==> src/hw/rtl/rmsl_pkg.sv <==
package rmsl_pkg;

	localparam int MAX_ROWS       = 1024;
	localparam int MAX_ROW_LENGTH = 4096;
	localparam int SAMPLE_BITS    = 16;

	localparam int ROW_BITS    = $clog2(MAX_ROWS);
	localparam int POS_BITS    = $clog2(MAX_ROW_LENGTH);
	localparam int LEN_BITS    = 13;
	localparam int CNT_BITS    = 11;
	localparam int SUM_BITS    = 29;
	localparam int MEAN_BITS   = 16;
	localparam int WEIGHT_BITS = 16;
	localparam int LOSS_BITS   = 32;
	localparam int GRAD_BITS   = 32;
	localparam int SQSUM_BITS  = 42;
	localparam int SQ_BITS     = 2 * MEAN_BITS - 1;

	// shared divider: widest dividend is the square sum, widest divisor rows*length
	localparam int DIV_BITS = SQSUM_BITS;
	localparam int DVS_BITS = 23;

	localparam int QUEUE_DEPTH = 2;

	localparam int CFG_INDEX_BITS = 1;
	localparam int CFG_DATA_BITS  = LEN_BITS;

	localparam logic [CFG_INDEX_BITS-1:0] REG_ROW_LENGTH = 1'b0;
	localparam logic [CFG_INDEX_BITS-1:0] REG_ROW_COUNT  = 1'b1;

	typedef enum logic {
		CMD_FORWARD  = 1'b0,
		CMD_BACKWARD = 1'b1
	} cmd_t;

	typedef enum logic {
		KIND_FORWARD  = 1'b0,
		KIND_BACKWARD = 1'b1
	} kind_t;

	typedef struct packed {
		cmd_t                          cmd;
		logic [ROW_BITS-1:0]           row;
		logic signed [SUM_BITS-1:0]    sum;
		logic signed [WEIGHT_BITS-1:0] weight;
		logic                          last;
		logic [LEN_BITS-1:0]           len;
		logic [CNT_BITS-1:0]           rows;
	} job_t;

	typedef struct packed {
		kind_t                       kind;
		logic [ROW_BITS-1:0]         row;
		logic signed [MEAN_BITS-1:0] mean;
		logic                        loss_valid;
		logic [LOSS_BITS-1:0]        loss;
		logic signed [GRAD_BITS-1:0] gradient;
	} result_t;

	typedef struct packed {
		logic                start;
		logic [DIV_BITS-1:0] dividend;
		logic [DVS_BITS-1:0] divisor;
	} div_req_t;

	typedef struct packed {
		logic                done;
		logic [DIV_BITS-1:0] quotient;
	} div_rsp_t;

endpackage

==> src/hw/rtl/rmsl_queue.sv <==
module rmsl_queue
	import rmsl_pkg::*;
	(
		input  logic clk,
		input  logic arst_n,
		input  logic push,
		input  job_t din,
		input  logic pop,
		output job_t dout,
		output logic full,
		output logic empty
	);

	localparam int PTR_BITS = (QUEUE_DEPTH > 1) ? $clog2(QUEUE_DEPTH) : 1;
	localparam int CNT_W    = $clog2(QUEUE_DEPTH + 1);

	job_t                slot_q [QUEUE_DEPTH];
	logic [PTR_BITS-1:0] wr_ptr_q;
	logic [PTR_BITS-1:0] rd_ptr_q;
	logic [CNT_W-1:0]    count_q;
	logic                wr;
	logic                rd;

	assign full  = (count_q == CNT_W'(QUEUE_DEPTH));
	assign empty = (count_q == '0);
	assign wr    = push && !full;
	assign rd    = pop && !empty;
	assign dout  = slot_q[rd_ptr_q];

	always_ff @(posedge clk or negedge arst_n) begin
		if (!arst_n) begin
			wr_ptr_q <= '0;
			rd_ptr_q <= '0;
			count_q  <= '0;
		end else begin
			if (wr) begin
				wr_ptr_q <= (wr_ptr_q == PTR_BITS'(QUEUE_DEPTH - 1)) ? '0 : wr_ptr_q + 1'b1;
			end
			if (rd) begin
				rd_ptr_q <= (rd_ptr_q == PTR_BITS'(QUEUE_DEPTH - 1)) ? '0 : rd_ptr_q + 1'b1;
			end
			case ({wr, rd})
				2'b10: begin
					count_q <= count_q + 1'b1;
				end
				2'b01: begin
					count_q <= count_q - 1'b1;
				end
				default: begin
					count_q <= count_q;
				end
			endcase
		end
	end

	always_ff @(posedge clk) begin
		if (wr) begin
			slot_q[wr_ptr_q] <= din;
		end
	end

endmodule

==> config.mk <==
export PLATFORM = sky130hd
export DESIGN_NAME = rmsl_queue
export DESIGN_NICKNAME = d
export VERILOG_FILES = /design/src/hw/rtl/rmsl_pkg.sv /design/src/hw/rtl/rmsl_queue.sv
export SDC_FILE = /design/constraint.sdc
export NUM_CORES = 1
export LEC_CHECK = 0
export ABC_AREA = 1
export BUFFER_PORTS_ARGS = -buffer_cell sky130_fd_sc_hd__buf_4
export CORE_UTILIZATION = 47
export CTS_BUF_LIST = sky130_fd_sc_hd__clkbuf_16
export DETAILED_ROUTE_END_ITERATION = 10
export MAX_ROUTING_LAYER = met4
export PLACE_DENSITY = 0.81
export SLEW_MARGIN = 40
export SYNTH_ARGS = -nofsm -noshare
export SYNTH_HDL_FRONTEND = slang
export SYNTH_SLANG_ARGS = --single-unit
==> constraint.sdc <==
create_clock -name clk -period 4.1 [get_ports clk]
set_clock_uncertainty 0.05 [all_clocks]
set_input_delay 0.205 -clock clk [delete_from_list [all_inputs] [get_ports clk]]
set_output_delay 0.205 -clock clk [all_outputs]
set_load 0.02 [all_outputs]
Word level (Yosys, flattened, before mapping) --
Memories as Yosys holds them, arrays and structs flattened. Index checks and enable logic that the tools add are counted.
Cells by class: add/sub/neg operators 4, eq/ne operators 3, mux-type cells 5, reductions and logical operators 6
Operator list (count):
- $eq 2x2->1 const B | 2
- $mux 1 | 4
- $pmux 2 s2 | 1
- $add 1x1->1 const B | 2
- $add 2x1->2 const B | 1
- $eq 2x1->1 const B | 1
- $logic_and 1x1->1 | 2
- $logic_not 1->1 | 2
- $logic_not 2->1 | 1
- $reduce_bool 2->1 | 1
- $sub 2x1->2 const B | 1
Storage, ports and cells: register bits 4, bits in writable memories 162, input port bits 85, output and inout bits 83, memories 1
Memories:
- slot_q | depth 2, bits a word 81, read ports 1, clocked after Yosys merged registers in 0, write ports 1, line rmsl_queue.sv:17 | job_t slot_q [QUEUE_DEPTH];

Logic depth before layout (Yosys ltp) --
Gate-level depths: netlist of run 1.
word-level depth 5, gate-level depth with buffers 10, depth with buffers taken out 10

Worst setup path after synthesis of run 1 --
Ideal clock, no wire load.
kind register to register, start register count_q[1], end memory slot_q[1][0] (netlist name) (enable), data arrival time 3.937 ns, required time 3.529 ns, path slack -0.407 ns, cell stages (with the launch flop) 4, path buffers 0, cell sequence dfrtp_1 > inv_1 > o21ai_1 > nor2_1
Between the ends: word-level cells in the longest chain between the ends 5
RTL lines:
- from (decl) | line rmsl_queue.sv:20 | logic [CNT_W-1:0] count_q;
- from (signal assigned) | line rmsl_queue.sv:44 | count_q <= count_q + 1'b1;
- from (signal assigned) | line rmsl_queue.sv:47 | count_q <= count_q - 1'b1;
- from (signal assigned) | line rmsl_queue.sv:50 | count_q <= count_q;
- $eq 2x2->1 | line rmsl_queue.sv:24 | assign full = (count_q == CNT_W'(QUEUE_DEPTH));
- $logic_not 1->1 | line rmsl_queue.sv:26 | assign wr = push && !full;
- $logic_and 1x1->1 | line rmsl_queue.sv:26
- $mux 1 | line rmsl_queue.sv:57 | if (wr) begin
- $mux 1 (not written as such) | line rmsl_queue.sv:58 | slot_q[wr_ptr_q] <= din;
- to (decl) | line rmsl_queue.sv:17
No other way between the ends.

==> results of run 1 <==
cells in the final DEF (no fill, tap or decap), types with 3 or more instances in the layout:
master         count
clkinv_4           3
inv_1              7
edfxtp_1         162
clkbuf_16         17
clkinvlp_4         3
buf_4            171
dfrtp_1            3
nand3_1            3
bufinv_16          4
clkinv_1           3
nand2_1          253
dlygate4sd3_1     83
worst max-delay path, stage by stage (launching register included):
cell,delay [ns]
dfrtp_2,0.43
inv_4,0.42
buf_4,0.41
nand2_1,0.09
nand2_1,0.11
buf_4,0.15
area by class of cell:
type / count / area, sq um / share of cell area
Timing Repair Buffer: 257 / 2160 / 0.240
Clock buffer: 17 / 425 / 0.0472
Sequential cell: 166 / 4970 / 0.551
Clock inverter: 14 / 185 / 0.0206
Tap cell: 172 / 215 / 0.0239
Multi-Input combinational cell: 262 / 1010 / 0.112
Inverter: 10 / 41.3 / 0.00458
what timing repair did:
| item | CTS | global route |
|---|---|---|
| endpoints found under the hold margin | 167 | 0 |
| buffers inserted | 0 | 0 |
| hold buffers | 83 | 0 |
report_power, final:
part	internal [mW]	switching, mW
logic	0.876	1.56
registers	2.32	0.104
clock network	1.01	0.619
kinds of logic (layout without fill, tap and decap cells):
family / Yosys count / in the layout / synth area share
flops: 166 / 166 / 0.801
xor+xnor: 1 / 1 / 0.00141
buf+inv: 27 / 298 / 0.0369
compound gates: 1 / 1 / 0.000807
simple gates: 259 / 259 / 0.158
fa+ha+maj: 1 / 1 / 0.00202
Yosys cell counts:
cell and count:
ha_1 1, nand2_1 253, nand3_1 3, nand4_1 1
o21ai_1 1, dfrtp_1 4, buf_6 17, xnor2_1 1
inv_2 2, nor2_1 2, edfxtp_1 162, inv_1 8
per-layer routing:
layer  vias up  track usage
met1      2090        0.235
met4         0        0.100
met3        23       0.0438
met5         -            -
li1       2045            -
met2       135        0.380
sequential cells by signal, summed over array words and instances (netlist names):
register  count
slot_q      162
rd_ptr_q      1
count_q       2
wr_ptr_q      1
stage by stage:
stage	cells	instance area (sq um)
finish	898	9010
global placement	783	7540
floorplan	455	6200
global route	898	9010
detailed placement	784	7560
CTS	898	9000
worst paths after layout:
kind | startpoint | endpoint | slack [ns] | cells after the start
max in group asynchronous | arst_n | rd_ptr_q | 3.82 | 2
setup / recovery | rd_ptr_q | dout[64] | 1.81 | 5
hold reg to reg | count_q[1] | count_q[1] | 0.44 | 2
setup reg to reg | count_q[0] | slot_q[0][61] | 2.08 | 5
hold / removal | push | wr_ptr_q | 0.04 | 3
min in group asynchronous | arst_n | rd_ptr_q | 0.07 | 2
==> run_results.csv, run 1 <==
group,metric,value,unit
synth,netlist_area,0.00620,sq mm
job,max_cap_violations,0,
placed_design,dp_hpwl,7780,microns
power_and_ir_drop,ir_worst_vdd,417,uV
sta,finalHoldViolations,0,
global_route,grt_pass1_wl,20800,microns
clocking,post_cts_resized,0,
power_and_ir_drop,power,6.48,mW
routing,drtIter0Drc,323,
cells_and_area,area_delta_synth_final,45.3,%
status,status,"complete, no violations",
sta,fmax,0.436,GHz
cells_and_area,diodes,0,
routing,drc,0,
power_and_ir_drop,power.leakage,3.85,nW
sta,layout_setup_ws,1.81,ns
routing,avgViaCountPerCell,4.78,
sta,rsz0062_at_grt,"false",
worst_setup_path,crit_type,"reg -> out",
synth,yosysTopAreaCell,"edfxtp_1",
routing,vias,4293,
global_route,grt_start_max_net_pins,83,
worst_setup_path,critPathArrivalTime,2.04,ns
sta,fin_crit,2.29,ns
routing,top_layer_used,"met4",
sta,setup_tns,0,ns
synth,synth.top_cell.area_share,0.785,
clocking,cts_tree,"built",
synth,ys_types,12,
worst_setup_path,required,3.85,ns
global_route,grt_pass1_vias,4369,
synth,synth_seq_area_share,0.801,
clocking,htree_levels,4,
routing,wl_met3,621,microns
synth,yosysWarningCount,0,
sta,slew_viol_final,0,
worst_setup_path,end_kind,"primary output",
global_route,grt_usage,0.216,
synth,synthCells,455,
synth,synth.area.top_cells,"edfxtp_1 (78%), nand2_1 (15%), buf_6 (3.1%)",
floorplan,core,0.0127,sq mm
min_path,worstHoldPathType,"in -> reg",
synth,syn-num-nets,541,
worst_setup_path,path_max_fanout,54,
global_route,antenna_found_initial,0,
sta,tightest_slew,0.646,ns
sta,slew_headroom,0.569,
sta,fin_hold_ws,0.0353,ns
clocking,cts.sinks,166,
clocking,clock_latency,0.41,ns
routing,wl_met1,5500,microns
floorplan,start_util,0.487,
placed_design,io_buffers,167,
clocking,cts-buffers-inserted,17,
synth,ys_ff_latch,166,
placed_design,place_ws,2.08,ns
global_route,grt_overflow,0,
cells_and_area,fin_nets,800,
power_and_ir_drop,cellPowerDensity,720,mW/mm^2
routing,wl_per_cell,15.4,microns
floorplan,rows,41,
floorplan,fp.dieH,117,microns
cells_and_area,nFillCells,840,
routing,ant_nets,0,
clocking,clockBufferDepth,2,
cells_and_area,final_util,0.708,
routing,drt_first_pass_iters,5,
sta,finalSetupViolCount,0,
clocking,clockRootBuffer,"clkbuf_16",
placed_design,place_congestion,0.764,
routing,wl_met2,7460,microns
routing,wirelength,13800,microns
clocking,clkTransAtPathRegs,0.06,ns
floorplan,die-area,0.0137,sq mm
cells_and_area,final_layout_size_suffix_gt1_frac,0.285,
worst_setup_path,cp-start-kind,"flip-flop",
synth,synth.avg_cell_area,13.6,sq um
sta,period_share,0.560,
floorplan,die_w,117,microns
floorplan,pin_count,168,
(Power assumes the default switching activity.)
==> run 2: changes to the inputs <==
Settings changed: ABC_AREA 1 to 0, PLACE_DENSITY 0.81 to 0.8.
Clock period 4.1 ns to 1.8 ns, I/O delays scaled along.
==> run 2 against run 1 <==
The flow now finishes with violations (negative setup slack). Synthesized cell count down 41%. Global-route usage down 1.9 points. Sequential power up 130%. Flip-flop and latch count unchanged. Critical path depth down 1. Combinational power rose to 2.9 times the previous value.
==> run_results.csv, run 2 <==
group,metric,value,unit
status,status,"complete, but fails checks",
status,violations,"negative setup slack",
worst_setup_path,critPathArrivalTime,1.70,ns
clocking,cts-buffers-inserted,17,
power_and_ir_drop,internal_power,11.4,mW
power_and_ir_drop,ir_worst_vdd,977,uV
worst_setup_path,cp-start-kind,"flip-flop",
clocking,clock_latency,0.41,ns
power_and_ir_drop,power.leakage,3.98,nW
clocking,htree_levels,4,
placed_design,io_buffers,167,
cells_and_area,final_util,0.741,
synth,ys_ff_latch,166,
synth,ys.flop_type,"edfxtp_1",
cells_and_area,layout_common_cells,"edfxtp_1 (162), buf_4 (97), dlygate4sd3_1 (85)",
synth,synth_edf_count,162,
floorplan,die-area,0.0142,sq mm
floorplan,start_util,0.484,
worst_setup_path,required,1.66,ns
cells_and_area,fin_nets,637,
cells_and_area,max_flop_register,"slot_q",
sta,fmax,0.544,GHz
synth,synth.top_cell.area_share,0.755,
synth,synth.avg_cell_area,23.9,sq um
synth,yosysTopAreaCell,"edfxtp_1",
sta,slew_viol_final,0,
power_and_ir_drop,sw_frac_of_total,0.297,
routing,drtIter0Drc,176,
routing,drt_first_pass_iters,4,
routing,wl_per_cell,17.9,microns
placed_design,place_congestion,0.698,
floorplan,core,0.0133,sq mm
synth,async_flop_share,0.0241,
placed_design,placed_area,0.00795,sq mm
floorplan,pin_count,168,
cells_and_area,instances_no_fill,739,
cells_and_area,nFillCells,774,
routing,vias,3495,
sta,fin_crit,1.84,ns
sta,slew_headroom,0.825,
floorplan,fp.dieH,119,microns
power_and_ir_drop,cellPowerDensity,1640,mW/mm^2
sta,period_share,1.02,
clocking,cts_tree,"built",
synth,synth_seq_area_share,0.771,
sta,tightest_slew,0.262,ns
clocking,clkTransAtPathRegs,0.06,ns
power_and_ir_drop,total_switching_power,4.80,mW
synth,ys_types,15,
sta,layout_setup_ws,-0.0380,ns
power_and_ir_drop,seq_power_share,0.344,
worst_setup_path,end_kind,"primary output",
placed_design,dp_cells,614,
routing,drc,0,
clocking,cts.sinks,166,
cells_and_area,fin_area,0.00985,sq mm
power_and_ir_drop,pwr-share-clk,0.224,
clocking,clockRootBuffer,"clkbuf_16",
global_route,grt_start_max_net_pins,46,
global_route,antenna_found_initial,0,
global_route,grt_usage,0.197,
cells_and_area,final_common_cell,"edfxtp_1",
sta,finalHoldViolations,0,
cells_and_area,multi_input_area,0.00133,sq mm
floorplan,die_w,119,microns
sta,rsz0062_at_grt,"true",
floorplan,rows,42,
global_route,grt_pass1_vias,3946,
synth,netlist_area,0.00644,sq mm
synth,syn-num-nets,356,
placed_design,place_ws,0.248,ns
routing,wirelength,13200,microns
cells_and_area,final_layout_size_suffix_gt1_frac,0.531,
clocking,clockBufferDepth,2,
cells_and_area,diodes,0,
routing,avgViaCountPerCell,4.73,
cells_and_area,area_delta_synth_final,52.9,%
synth,synth_most_common_cell,"edfxtp_1",
global_route,grt_overflow,0,
worst_setup_path,path_max_fanout,13,
cells_and_area,register_area,0.00497,sq mm
routing,ant_nets,0,
power_and_ir_drop,power,16.2,mW
synth,synth.area.top_cells,"edfxtp_1 (76%), mux2_4 (18%), buf_12 (2.5%)",
worst_setup_path,crit_type,"reg -> out",
sta,finalSetupViolCount,64,
global_route,grt_pass1_wl,19700,microns
synth,yosysWarningCount,0,
power_and_ir_drop,combPwrFrac,0.432,
placed_design,dp_hpwl,7470,microns
min_path,worstHoldPathType,"in -> reg",
synth,synthCells,270,
synth,synth_common_cells,"edfxtp_1 (162), mux2_4 (79), buf_12 (8), dfrtp_1 (4)",
cells_and_area,reg.largest.list,"slot_q x162, count_q x2",
job,max_cap_violations,0,
cells_and_area,largest_reg_flops,162,
-- run 2: routing by layer --
layer / track usage / wire length (microns) / part of all wire / vias to the layer above
met5: - / 0 / 0 / -
met4: 0.0894 / 240 / 0.018 / 0
met3: 0.0517 / 698 / 0.053 / 20
met2: 0.350 / 7220 / 0.55 / 124
met1: 0.202 / 5060 / 0.38 / 1723
li1: - / - / - / 1628
-- run 2: area by class of cell --
class	count	area share
flip-flops and latches	166	0.505
repair buffers	271	0.278
multi-input cells	94	0.135
clock buffers	17	0.0432
well taps	176	0.0224
clock inverters	14	0.0169
inverters	1	0.000381
-- run 2: worst paths after layout --
| check | startpoint | endpoint | slack, ns | cells past startpoint |
|---|---|---|---|---|
| max reg2reg | count_q[0] | slot_q[1][79] | 0.24 | 3 |
| max | rd_ptr_q | dout[66] | -0.04 | 4 |
| min in group asynchronous | arst_n | rd_ptr_q | 0.53 | 3 |
| min | din[12] | slot_q[1][12] | 0.34 | 2 |
| min reg2reg | count_q[1] | count_q[1] | 0.49 | 1 |
| max in group asynchronous | arst_n | rd_ptr_q | 0.96 | 3 |
-- run 2: power groups by stage --
stage | Sequential, mW | Clock, mW | Combinational, mW
floorplan | 5.56 | 0 | 4.00
CTS | 5.56 | 3.68 | 6.81
global placement | 5.67 | 0 | 5.60
finish | 5.56 | 3.62 | 7.00
global route | 5.63 | 3.84 | 7.31
detailed placement | 5.72 | 0 | 5.68
-- run 2: worst max-delay path, cell delays in order (launching register included) --
cell and delay (ns):
dfrtp_4 0.50, buf_12 0.17, buf_16 0.16, mux2_4 0.31, buf_6 0.13
-- run 2: kinds of logic after synthesis --
family,share of synthesized area
buffers and inverters,0.0272
muxes,0.188
xor gates and xnor gates,0.00680
adders and majority gates,0.00194
and+or+nand+nor,0.00563
DFF,0.771
-- run 2: timing repair --
item	4_1_cts	5_1_grt
hold buffers	85	0
hold endpoints to repair	168	0
gates resized for setup	68	17
endpoints found under the setup margin	72	80
buffers inserted	7	0
cloned	2	1
-- run 2: metrics by stage --
step	TNS (ns)	hold WS [ns]
2_1_floorplan	-62.38	-0.256
3_3_place_gp	0	-0.158
3_5_place_dp	0	-0.157
4_1_cts	-2.90	0.328
5_1_grt	-4.37	0.340
6_report	-1.59	0.345
