File: config.mk
export PLATFORM = sky130hd
export DESIGN_NAME = rmsl_front
export DESIGN_NICKNAME = d
export VERILOG_FILES = /design/src/hw/rtl/rmsl_pkg.sv /design/src/hw/rtl/rmsl_front.sv
export SDC_FILE = /design/constraint.sdc
export NUM_CORES = 1
export LEC_CHECK = 0
export BUFFER_PORTS_ARGS = -buffer_cell sky130_fd_sc_hd__buf_2
export CORE_ASPECT_RATIO = 0.7
export CORE_MARGIN = 2
export CORE_UTILIZATION = 40
export CTS_CLUSTER_SIZE = 8
export DETAILED_ROUTE_END_ITERATION = 8
export GPL_ROUTABILITY_DRIVEN = 1
export SETUP_SLACK_MARGIN = 0.4
export SLEW_MARGIN = 20
export SYNTH_ARGS = -nofsm -noshare
export SYNTH_HDL_FRONTEND = slang
export SYNTH_SLANG_ARGS = --single-unit
File: constraint.sdc
create_clock -name clk -period 4.6 [get_ports clk]
set_input_delay 0.46 -clock clk [delete_from_list [all_inputs] [get_ports clk]]
set_output_delay 0.46 -clock clk [all_outputs]
set_load 0.005 [all_outputs]
File: src/hw/rtl/rmsl_pkg.sv
package rmsl_pkg;

	localparam int MAX_ROWS       = 1024;
	localparam int MAX_ROW_LENGTH = 4096;
	localparam int SAMPLE_BITS    = 16;

	localparam int ROW_BITS    = $clog2(MAX_ROWS);
	localparam int POS_BITS    = $clog2(MAX_ROW_LENGTH);
	localparam int LEN_BITS    = 13;
	localparam int CNT_BITS    = 11;
	localparam int SUM_BITS    = 29;
	localparam int MEAN_BITS   = 16;
	localparam int WEIGHT_BITS = 16;
	localparam int LOSS_BITS   = 32;
	localparam int GRAD_BITS   = 32;
	localparam int SQSUM_BITS  = 42;
	localparam int SQ_BITS     = 2 * MEAN_BITS - 1;

	// shared divider: widest dividend is the square sum, widest divisor rows*length
	localparam int DIV_BITS = SQSUM_BITS;
	localparam int DVS_BITS = 23;

	localparam int QUEUE_DEPTH = 2;

	localparam int CFG_INDEX_BITS = 1;
	localparam int CFG_DATA_BITS  = LEN_BITS;

	localparam logic [CFG_INDEX_BITS-1:0] REG_ROW_LENGTH = 1'b0;
	localparam logic [CFG_INDEX_BITS-1:0] REG_ROW_COUNT  = 1'b1;

	typedef enum logic {
		CMD_FORWARD  = 1'b0,
		CMD_BACKWARD = 1'b1
	} cmd_t;

	typedef enum logic {
		KIND_FORWARD  = 1'b0,
		KIND_BACKWARD = 1'b1
	} kind_t;

	typedef struct packed {
		cmd_t                          cmd;
		logic [ROW_BITS-1:0]           row;
		logic signed [SUM_BITS-1:0]    sum;
		logic signed [WEIGHT_BITS-1:0] weight;
		logic                          last;
		logic [LEN_BITS-1:0]           len;
		logic [CNT_BITS-1:0]           rows;
	} job_t;

	typedef struct packed {
		kind_t                       kind;
		logic [ROW_BITS-1:0]         row;
		logic signed [MEAN_BITS-1:0] mean;
		logic                        loss_valid;
		logic [LOSS_BITS-1:0]        loss;
		logic signed [GRAD_BITS-1:0] gradient;
	} result_t;

	typedef struct packed {
		logic                start;
		logic [DIV_BITS-1:0] dividend;
		logic [DVS_BITS-1:0] divisor;
	} div_req_t;

	typedef struct packed {
		logic                done;
		logic [DIV_BITS-1:0] quotient;
	} div_rsp_t;

endpackage

File: src/hw/rtl/rmsl_front.sv
module rmsl_front
	import rmsl_pkg::*;
	(
		input  logic                          clk,
		input  logic                          arst_n,
		input  logic                          push,
		input  logic                          command,
		input  logic signed [SAMPLE_BITS-1:0] sample,
		input  logic [ROW_BITS-1:0]           row_select,
		input  logic signed [WEIGHT_BITS-1:0] loss_weight,
		input  logic                          write_enable,
		input  logic [CFG_INDEX_BITS-1:0]     write_index,
		input  logic [CFG_DATA_BITS-1:0]      write_data,
		input  logic                          queue_full,
		output logic                          job_push,
		output job_t                          job
	);

	logic [LEN_BITS-1:0]        row_length_q;
	logic [CNT_BITS-1:0]        row_count_q;
	logic signed [SUM_BITS-1:0] row_sum_q;
	logic [POS_BITS-1:0]        pos_q;
	logic [ROW_BITS-1:0]        cur_row_q;

	logic [LEN_BITS-1:0]        len_eff;
	logic [CNT_BITS-1:0]        rows_eff;
	logic signed [SUM_BITS-1:0] sum_next;
	logic                       accept;
	logic                       row_end;
	logic                       last;
	cmd_t                       cmd;

	always_comb begin
		if (row_length_q == '0) begin
			len_eff = LEN_BITS'(1);
		end else if (row_length_q > LEN_BITS'(MAX_ROW_LENGTH)) begin
			len_eff = LEN_BITS'(MAX_ROW_LENGTH);
		end else begin
			len_eff = row_length_q;
		end
		if (row_count_q == '0) begin
			rows_eff = CNT_BITS'(1);
		end else if (row_count_q > CNT_BITS'(MAX_ROWS)) begin
			rows_eff = CNT_BITS'(MAX_ROWS);
		end else begin
			rows_eff = row_count_q;
		end
	end

	assign cmd      = cmd_t'(command);
	assign accept   = push && !queue_full;
	assign sum_next = row_sum_q + SUM_BITS'(sample);
	assign row_end  = ((LEN_BITS'(pos_q) + 1'b1) >= len_eff);
	assign last     = ((CNT_BITS'(cur_row_q) + 1'b1) >= rows_eff);
	assign job_push = accept && ((cmd == CMD_BACKWARD) || row_end);

	always_comb begin
		job.cmd    = cmd;
		job.row    = (cmd == CMD_BACKWARD) ? row_select : cur_row_q;
		job.sum    = sum_next;
		job.weight = loss_weight;
		job.last   = last;
		job.len    = len_eff;
		job.rows   = rows_eff;
	end

	always_ff @(posedge clk or negedge arst_n) begin
		if (!arst_n) begin
			row_length_q <= LEN_BITS'(1);
			row_count_q  <= CNT_BITS'(1);
			row_sum_q    <= '0;
			pos_q        <= '0;
			cur_row_q    <= '0;
		end else begin
			if (write_enable) begin
				case (write_index)
					REG_ROW_LENGTH: begin
						row_length_q <= write_data[LEN_BITS-1:0];
					end
					REG_ROW_COUNT: begin
						row_count_q <= write_data[CNT_BITS-1:0];
					end
					default: begin
						row_length_q <= row_length_q;
					end
				endcase
			end
			if (accept && (cmd == CMD_FORWARD)) begin
				if (row_end) begin
					row_sum_q <= '0;
					pos_q     <= '0;
					cur_row_q <= last ? '0 : cur_row_q + 1'b1;
				end else begin
					row_sum_q <= sum_next;
					pos_q     <= pos_q + 1'b1;
				end
			end
		end
	end

endmodule

# --- After elaboration in Yosys (flattened, before gate mapping) ---
# Index checks and enable logic that the tools add are counted.
op_classes:
  n_bitwise: 2
  n_reduce_logical: 10
  n_addsub: 5
  mux: 8
  magnitude_cmp: 4
op_table:
  columns: ["cell", "n"]
  rows:
  - ["$add 29x16->29", 1]
  - ["$mux 29", 1]
  - ["$mux 13", 2]
  - ["$mux 11", 2]
  - ["$mux 10", 2]
  - ["$add 12x1->13 const B", 1]
  - ["$ge 13x13->1", 1]
  - ["$gt 13x13->1 const B", 1]
  - ["$logic_not 13->1", 1]
  - ["$add 12x1->12 const B", 1]
  - ["$mux 12", 1]
  - ["$add 10x1->11 const B", 1]
  - ["$ge 11x11->1", 1]
  - ["$gt 11x11->1 const B", 1]
  - ["$logic_not 11->1", 1]
  - ["$add 10x1->10 const B", 1]
  - ["$reduce_and 2->1", 3]
  - ["$logic_and 1x1->1", 3]
  - ["$not 1->1", 2]
  - ["$logic_not 1->1", 1]
  - ["$logic_or 1x1->1", 1]
word_totals:
  input_bits: 62
  wordCells: 34
  ff_bits: 75
  out_inout_bits: 82

# --- Longest topological paths before layout ---
# Gate-level depths: netlist (run 1).
depth:
  depth_word: 6
  depth_mapped: 17
  ltp_nobuf: 15

# --- Least setup slack after synthesis (run 1) ---
# No wires, ideal clock.
synth_timing:
  path_type: "register to output"
  from: "register pos_q[0]"
  to: "output port job_push"
  n_path_buf: 2
  t_required_ps: 4140
  path_slack_ps: 1197
  path_stages_with_launch: 17
  t_arrival_ps: 2943
  path_cell_list: "dfrtp_1 ha_1 nand3_1 inv_1 nand3_1 nor2_1 nand3_1 xnor2_1 ha_1 a21o_1 a211oi_2 a21oi_1 and2_1 clkbuf_1 buf_2 nor2_1 nor3b_1"
synth_via:
  elab_chain_len: 4
synth_rtl:
  columns: ["item", "line", "rtl"]
  rows:
  - ["start: declaration", "rmsl_front.sv:22", "logic [POS_BITS-1:0] pos_q;"]
  - ["start signal: assignment", "rmsl_front.sv:95", "pos_q <= pos_q + 1'b1;"]
  - ["$add 12x1->13", "rmsl_front.sv:53", "assign row_end = ((LEN_BITS'(pos_q) + 1'b1) >= len_eff);"]
  - ["$ge 13x13->1", "rmsl_front.sv:53", null]
  - ["$logic_or 1x1->1", "rmsl_front.sv:55", "assign job_push = accept && ((cmd == CMD_BACKWARD) || row_end);"]
  - ["$logic_and 1x1->1", "rmsl_front.sv:55", null]
  - ["end: declaration", "rmsl_front.sv:15", "output logic job_push,"]
# No other way between the ends.

# --- Worst setup path after layout (run 1) ---
# Ends and elaborated chain as after synthesis.

==> results.txt, run 1 <==
Syn Inst Count -> 659
Worst Tran Pin Value -> 0.745 ns
DP HPWL -> 11.8 mm
Avg Synthesized Cell Area -> 8.99 µm²
Die area -> 15800 µm²
Cts bufs inserted -> 9
Util after Layout -> 46.9%
Period minus WS final -> 3.95 ns
Area contributors post-synth -> dfrtp_1, ha_1, mux2_2
Chip Width -> 149 µm
Most used cell, CP -> nand3_1
Slowest stage delay, CP -> 0.41 ns
Initial Utilization -> 40.6%
Sw power -> 1.70 mW
Worst relative slew slack -> 50.3%
Leading area contributor after synthesis -> dfrtp_1
Power Total -> 3.96 mW
Netlist cell types -> 74
Internal power -> 2.26 mW
Leak -> 3.46 nW
Dominant synthesized flop cell -> dfrtp_1
Async set-or-reset flop fraction in the synthesized netlist -> 100%
Most frequent cell after synthesis -> nand2_1
Setup Total Neg Slack -> 0 ns
Pre-CTS setup slack -> 0.442 ns
Post-synth top area share -> 30.8%
Layout Nets -> 856
Mapped Nets -> 776
GRT overflow -> 0
Fmax -> 253 MHz
Area delta synth->final -> 15.5%
Outcome -> finished, final reports clean
Die Y -> 106 µm
CP Launch Point -> pos_q[0]
Synthesized area -> 5930 µm²
Dpl cells -> 923
Number of synthesized flops with an enable pin -> 0
Endpoints failing hold -> 0
Number of port buffers -> 111
Max-cap violations -> 0
Maximum fanout along the worst path -> 25
Largest net degree at the start of global routing -> 76
Max clock buf depth -> 2
Vias per inst -> 5.47
CP Data Arrival Time -> 3.49 ns
Area of the core -> 14600 µm²
Sw frac -> 42.8%
Min-delay worst type -> in2async
Gr usage total -> 20.6%
Crit path cell chain -> ha_1, nand3_1, inv_1, nand3_1, nor2_4, nand3_1, xnor2_2, ha_1, a21o_1, a211oi_2, o211a_1, o21ai_2, and2_4, nor2_1, nor3b_1, buf_2
Number of routed nets with antenna violations -> 0
Clock network power share -> 20.2%
Cell area after placement -> 6480 µm²
Wirelength, routed -> 15.6 mm
Worst Slack Setup Final -> 0.649 ns
Worst-Skew Late Latency -> 0.35 ns
Req. time, crit path -> 4.14 ns
Most frequent cells after synthesis -> nand2_1, dfrtp_1, ha_1, a21oi_1, inv_1
Layout cells sized above 1 -> 25.5%
Worst r2r src -> pos_q[0]
Via count -> 5136
Comb pwr share -> 54.9%
Count of state elements after synthesis -> 75
H-tree depth -> 3
Initial antenna violation count -> 0
CTS Sinks -> 75
Site Rows -> 37
Cell area after layout -> 6840 µm²
Final hold slack -> 0.0996 ns
CTS root buf -> clkbuf_16
Finished Layout Cells -> 939
Startpoint types -> flip-flop
Crit Path Class -> reg2out
Io pins -> 144
Post-synthesis sequential area ratio -> 31.7%
N_diodes -> 0
Final slew viol count -> 0
WL/cell -> 16.6 µm
Clock-pin slew on the worst setup and hold paths -> 0.07 ns
CP endpoint kind -> output pin
First-pass GRT wire length -> 25.9 mm
Pre-antenna DRT Iters -> 5
DR iter-0 viols -> 295
Final period utilization -> 85.9%
Ys Warns -> 0
Maximum VDD drop -> 0.192 mV
Filler instances -> 1412
PD cells -> 579 nW/µm²
Final Skew -> 0.0114 ns
DRC errors left -> 0
Routability cong. -> 0.895
Final setup viols -> 0
Vias in the first global route -> 5028
Slowest stage cell, crit path -> dfrtp_1
Sequential Power Share -> 24.9%
CTS tree -> done
Setup repair after global routing missed its margin -> false
critical path, delay by kind of cell (launching register included):
family	cells	cell delay (ns)
buf+inv	2	0.19
compound gates	4	0.78
flops	1	0.41
simple gates	7	1.05
fa+ha+maj	2	0.54
xor+xnor	1	0.17
power by group through the flow:
stage / Clock (mW) / Sequential (mW) / Combinational, mW
after floorplan: 0 / 0.947 / 1.51
after global placement: 0 / 0.982 / 2.11
after detailed placement: 0 / 0.991 / 2.15
after CTS: 0.824 / 0.981 / 2.16
after global routing: 0.849 / 1.01 / 2.44
final: 0.800 / 0.985 / 2.18
placed cells by master, fill, tap and decap left out, types with 5 or more instances in the layout:
master     netlist  layout
o21bai_1         8       8
nor2b_1          8       7
a31oi_1          5       5
xor2_1          18      18
and2_1           6       5
o211ai_1         8       8
a21o_1          17      17
nor3_1           9       9
nand3_1         22      22
nor2_1          22      21
a211oi_1         5       5
o21ai_0         33      33
mux2_2          32      32
inv_1           35      35
clkbuf_16        0       9
buf_2            4     110
nand4_1          5       5
dfrtp_1         73      72
nand2_1         89      89
ha_1            54      54
and3_1           9       9
xnor2_1         22      21
a21oi_2          3       5
a21oi_1         36      34
a22o_1          22      22
sequential cells by signal, indices dropped and copies added, names as in the netlist:
| signal | cells |
|---|---|
| row_length_q | 13 |
| row_count_q | 11 |
| pos_q | 12 |
| row_sum_q | 29 |
| cur_row_q | 10 |
logic make-up after synthesis:
group / after synthesis / share of synthesized area (%)
AND/OR/NAND/NOR: 199 / 16.4
AO/OA/AOI/OAI: 177 / 21.2
buffers and inverters: 81 / 6.93
flip-flops: 75 / 31.7
adder cells (fa/ha/maj): 55 / 11.7
XOR/XNOR: 40 / 5.91
multiplexers: 32 / 6.08
routing by layer:
layer  track usage, %  routed length, µm
met5                0                  0
met3             4.33                720
met1             31.1               8090
met4             4.42                158
met2             30.1               6650
cell type report:
cell class / count / area (µm²) / area share (%)
Sequential cell: 75 / 1880 / 27.5
Timing Repair Buffer: 114 / 584 / 8.54
Inverter: 36 / 135 / 1.97
Multi-Input combinational cell: 503 / 3670 / 53.6
Clock inverter: 7 / 106 / 1.55
Tap cell: 195 / 244 / 3.56
Clock buffer: 9 / 225 / 3.29
worst paths after layout:
path / end / slack (ns) / cells past startpoint
worst max-delay path: job_push / 0.65 / 16
worst min-delay path: row_sum_q[15] / 0.1 / 1
worst max register to register: row_sum_q[23] / 0.88 / 16
worst min register to register: row_sum_q[6] / 0.50 / 2
max in group asynchronous: row_sum_q[5] / 3.94 / 1
min in group clk: row_length_q[12] / 0.31 / 3
timing repair:
| action | in CTS | in global routing |
|---|---|---|
| pin swaps | 0 | 0 |
| setup buffers | 0 | 0 |
| setup endpoints to repair | 1 | 2 |
| gates resized for setup | 2 | 6 |
| hold buffers | 0 | 0 |
No activity file was read; power rests on OpenSTA's default activity.
==> inputs of run 2 (changes only) <==
MAX_ROUTING_LAYER = met4   (was default)
RECOVER_POWER = 25   (was default)
==> results.txt, run 2 (synthesis results as in run 1) <==
Outcome -> finished, violations left
Failing checks -> max-capacitance violations, max-slew violations
Top flop regs -> row_sum_q: 29 flops, row_length_q: 13 flops, pos_q: 12 flops
Most flops, register -> row_sum_q
Layout cells sized above 1 -> 25.2%
Maximum VDD drop -> 0.216 mV
Min-delay worst type -> in2reg
Cell area after layout -> 6820 µm²
Number of routed nets with antenna violations -> 0
Vias per inst -> 5.55
Number of port buffers -> 111
Initial Utilization -> 40.6%
CTS root buf -> clkbuf_16
Clock-pin slew on the worst setup and hold paths -> 0.06 ns
CP endpoint kind -> output pin
Endpoints failing hold -> 0
Vias in the first global route -> 5022
Sequential Power Share -> 25.2%
Area of the core -> 14600 µm²
Gr usage total -> 21.0%
Crit Path Class -> reg2out
PD cells -> 572 nW/µm²
DR iter-0 viols -> 309
Max-cap violations -> 1
Worst relative slew slack -> -129%
Sw frac -> 42.9%
CP Data Arrival Time -> 3.53 ns
Die Y -> 106 µm
Cell area after placement -> 6480 µm²
Chip Width -> 149 µm
Final slew viol count -> 76
First-pass GRT wire length -> 25.7 mm
Internal power -> 2.23 mW
Final Skew -> 0.00548 ns
Commonest non-fill, non-tap cell in the layout -> buf_2
Comb pwr share -> 55.8%
Final setup viols -> 0
Setup Total Neg Slack -> 0 ns
Site Rows -> 37
GRT overflow -> 0
Worst Tran Pin Value -> 3.43 ns
Layout Nets -> 857
Max clock buf depth -> 2
Final period utilization -> 86.7%
Worst-Skew Late Latency -> 0.34 ns
WL/cell -> 16.9 µm
Leak -> 3.44 nW
Max FFs per register -> 29
Startpoint types -> flip-flop
Largest net degree at the start of global routing -> 76
Final hold slack -> 0.337 ns
H-tree depth -> 3
Area delta synth->final -> 15.1%
DRC errors left -> 0
Via count -> 5218
Fmax -> 251 MHz
Sw power -> 1.67 mW
Post-CTS Hold Fix Bufs -> 0
Io pins -> 144
Setup repair after global routing missed its margin -> true
Clock network power share -> 19.0%
Cts bufs inserted -> 9
Period minus WS final -> 3.99 ns
Pre-antenna DRT Iters -> 5
Maximum fanout along the worst path -> 13
Initial antenna violation count -> 0
Wirelength, routed -> 15.9 mm
DP HPWL -> 11.9 mm
Req. time, crit path -> 4.14 ns
Commonest non-fill, non-tap cells in the layout -> buf_2, nand2_1, dfrtp_1, ha_1, inv_1
Power Total -> 3.91 mW
Routability cong. -> 0.889
N_diodes -> 0
Die area -> 15800 µm²
CTS tree -> done
CTS Sinks -> 75
## run 2: metrics by stage
step / setup WS, ns / std cells / utilization [%]
3_5_place_dp: 0.493 / 923 / 44.4
6_report: 0.612 / 940 / 46.8
5_1_grt: 0.320 / 940 / 46.8
4_1_cts: 0.400 / 939 / 46.6
2_1_floorplan: 1.20 / 659 / -
3_3_place_gp: 0.610 / 923 / 44.4
## run 2: final cells by class
| type | instances | area (µm²) |
|---|---|---|
| fillers | 1419 | 7760 |
| multi-input cells | 504 | 3670 |
| flip-flops and latches | 75 | 1880 |
| repair buffers | 114 | 582 |
| clock buffers | 11 | 253 |
| well taps | 195 | 244 |
| inverters | 36 | 135 |
| clock inverters | 5 | 60.1 |
## run 2: layer usage
layer / up-vias / share of wire (%) / global-route usage [%]
met4: 0 / 0.77 / 4.56
li1: 2533 / - / -
met3: 15 / 4.8 / 3.77
met5: - / 0 / -
met2: 140 / 43 / 29.9
met1: 2530 / 51 / 30.9
## run 2: critical path, cell delays in order (launching register included)
cell,delay [ns]
dfrtp_1,0.41
ha_1,0.23
nand3_1,0.13
inv_1,0.08
nand3_1,0.18
nor2_4,0.19
nand3_1,0.11
xnor2_1,0.22
ha_1,0.30
a21o_1,0.20
a211oi_2,0.29
o211a_1,0.20
o21ai_2,0.11
and2_4,0.26
nor2_1,0.10
nor3b_1,0.06
buf_2,0.12
## run 2: worst paths after layout
check / start / end / depth (start not counted) / slack, ns
max: pos_q[0] / job_push / 16 / 0.61
min in group asynchronous: arst_n / row_sum_q[15] / 1 / 1.40
min reg2reg: row_sum_q[12] / row_sum_q[12] / 2 / 0.49
min: write_data[12] / row_length_q[12] / 3 / 0.34
max in group asynchronous: arst_n / row_count_q[7] / 1 / 1.20
max reg2reg: pos_q[0] / row_sum_q[23] / 16 / 0.74
## run 2: power by group through the flow
stage | clock network (mW) | logic [mW] | registers [mW]
2_1_floorplan | 0 | 1.51 | 0.947
3_3_place_gp | 0 | 2.12 | 0.984
3_5_place_dp | 0 | 2.15 | 0.992
4_1_cts | 0.767 | 2.16 | 0.983
5_1_grt | 0.790 | 2.44 | 1.01
6_report | 0.742 | 2.18 | 0.986
## run 2: timing repair
action                     in CTS  in global routing
setup endpoints to repair       1                  2
gates cloned                    0                  1
pin swaps                       0                  1
resized for setup               1                  5
buffers inserted                0                  0
==> inputs of run 3 (changes only) <==
BUFFER_PORTS_ARGS = default   (was -buffer_cell sky130_fd_sc_hd__buf_2)
DONT_BUFFER_PORTS = 1   (was default)
==> results.txt, run 3 (synthesis results as in run 1) <==
Outcome -> finished, violations left
Failing checks -> max-capacitance violations, max-slew violations
Sw frac -> 45.0%
Worst-Skew Late Latency -> 0.35 ns
Filler instances -> 1412
Initial antenna violation count -> 0
Area delta synth->final -> 5.51%
CP endpoint kind -> output pin
Worst Slack Setup Final -> 0.654 ns
Pre-CTS setup slack -> 0.517 ns
Maximum fanout along the worst path -> 7
Power Total -> 3.63 mW
Io pins -> 144
Wirelength, routed -> 15.4 mm
Max clock buf depth -> 2
Die Y -> 106 µm
Fmax -> 253 MHz
Commonest non-fill, non-tap cell in the layout -> nand2_1
Area of the core -> 14600 µm²
Most flops, register -> row_sum_q
Vias in the first global route -> 4578
Sequential Power Share -> 27.1%
PD cells -> 581 nW/µm²
CP Data Arrival Time -> 3.49 ns
Die area -> 15800 µm²
Final hold slack -> 0.235 ns
DRC errors left -> 0
Setup repair after global routing missed its margin -> false
Worst r2r src -> cur_row_q[0]
Clock-pin slew on the worst setup and hold paths -> 0.07 ns
Cell area after placement -> 5920 µm²
N_diodes -> 0
CTS root buf -> clkbuf_16
Vias per inst -> 5.85
Max-cap violations -> 1
# Post-CTS Setup Buffers -> 0
Endpoints failing hold -> 0
Startpoint types -> flip-flop
Sw power -> 1.63 mW
Period minus WS final -> 3.95 ns
Gr usage total -> 20.6%
Cell area after layout -> 6250 µm²
Req. time, crit path -> 4.14 ns
FF/Latch Area -> 1880 µm²
Final Skew -> 0.00952 ns
WL/cell -> 18.6 µm
First-pass GRT wire length -> 24.9 mm
Via count -> 4849
Chip Width -> 149 µm
Initial Utilization -> 40.6%
Layout cells sized above 1 -> 12.0%
CTS tree -> done
Commonest non-fill, non-tap cells in the layout -> nand2_1, dfrtp_1, ha_1, inv_1, a21oi_1
Final period utilization -> 85.8%
DP HPWL -> 11.5 mm
R2r setup slk -> 0.83 ns
Maximum VDD drop -> 0.197 mV
Number of routed nets with antenna violations -> 0
Final slew viol count -> 76
Clock network power share -> 20.7%
DR iter-0 viols -> 311
Final setup viols -> 0
H-tree depth -> 3
Comb pwr share -> 52.2%
Min-delay worst type -> in2reg
Cts bufs inserted -> 9
Setup Total Neg Slack -> 0 ns
Number of port buffers -> 0
R2r endpoint -> cur_row_q[2]
Max FFs per register -> 29
Internal power -> 2.00 mW
Largest net degree at the start of global routing -> 76
Leak -> 2.99 nW
Worst relative slew slack -> -135%
Top flop regs -> row_sum_q: 29 flops, row_length_q: 13 flops, pos_q: 12 flops
CTS Sinks -> 75
Multi-input gate area -> 3650 µm²
GRT overflow -> 0
Routability cong. -> 0.942
R2R cell count -> 13
Site Rows -> 37
Pre-antenna DRT Iters -> 4
CP endpoint -> job[24]
Crit Path Class -> reg2out
Worst Tran Pin Value -> 3.53 ns
CP Launch Point -> cur_row_q[0]
Layout Nets -> 746
[run 3: what timing repair did]
item / in CTS / in global routing
endpoints found under the hold margin: 75 / 0
gates resized for setup: 1 / 3
endpoints found under the setup margin: 1 / 1
hold buffers: 1 / 0
[run 3: worst min path at each step]
stage                        start  slack, ns  depth (start not counted)               end
floorplan                   arst_n       0.16                          0      cur_row_q[0]
global placement            arst_n       0.17                          0     row_sum_q[19]
detailed placement          arst_n       0.17                          0     row_sum_q[17]
CTS                         arst_n       0.02                          1     row_sum_q[17]
global route         write_data[0]       0.24                          1    row_count_q[0]
finish              write_data[12]       0.23                          2  row_length_q[12]
[run 3: per-layer routing]
layer	track usage, %	wire length (µm)	vias to the layer above
met3	4.59	963	27
met5	-	0	-
met1	30.6	7790	2376
met4	5.92	244	0
met2	27.9	6390	134
li1	-	-	2312
[run 3: per-stage QoR]
step | cells | utilization [%]
after floorplan | 659 | -
after global placement | 812 | 40.6
after detailed placement | 812 | 40.6
after CTS | 829 | 42.9
after global routing | 829 | 42.9
final | 829 | 42.9
[run 3: power by group through the flow]
stage / registers (mW) / logic (mW) / clock network (mW)
floorplan: 0.947 / 1.51 / 0
global placement: 0.980 / 1.82 / 0
detailed placement: 0.988 / 1.86 / 0
CTS: 0.981 / 1.89 / 0.772
global route: 1.01 / 2.12 / 0.799
finish: 0.982 / 1.90 / 0.752
[run 3: critical path, stage by stage, from the launching register on]
cell	delay (ns)
dfrtp_1	0.46
ha_1	0.28
nand3_1	0.16
nor2_1	0.23
and3_1	0.27
xor2_1	0.21
ha_1	0.28
a21o_1	0.19
a21o_1	0.18
a221o_1	0.34
a21oi_1	0.34
inv_1	0.21
[run 3: layout make-up]
| class | count | share of cell area (%) |
|---|---|---|
| Clock inverter | 7 | 1.30 |
| Clock buffer | 9 | 3.60 |
| Timing Repair Buffer | 4 | 0.560 |
| Multi-Input combinational cell | 503 | 58.4 |
| Tap cell | 195 | 3.90 |
| Sequential cell | 75 | 30.1 |
| Inverter | 36 | 2.16 |
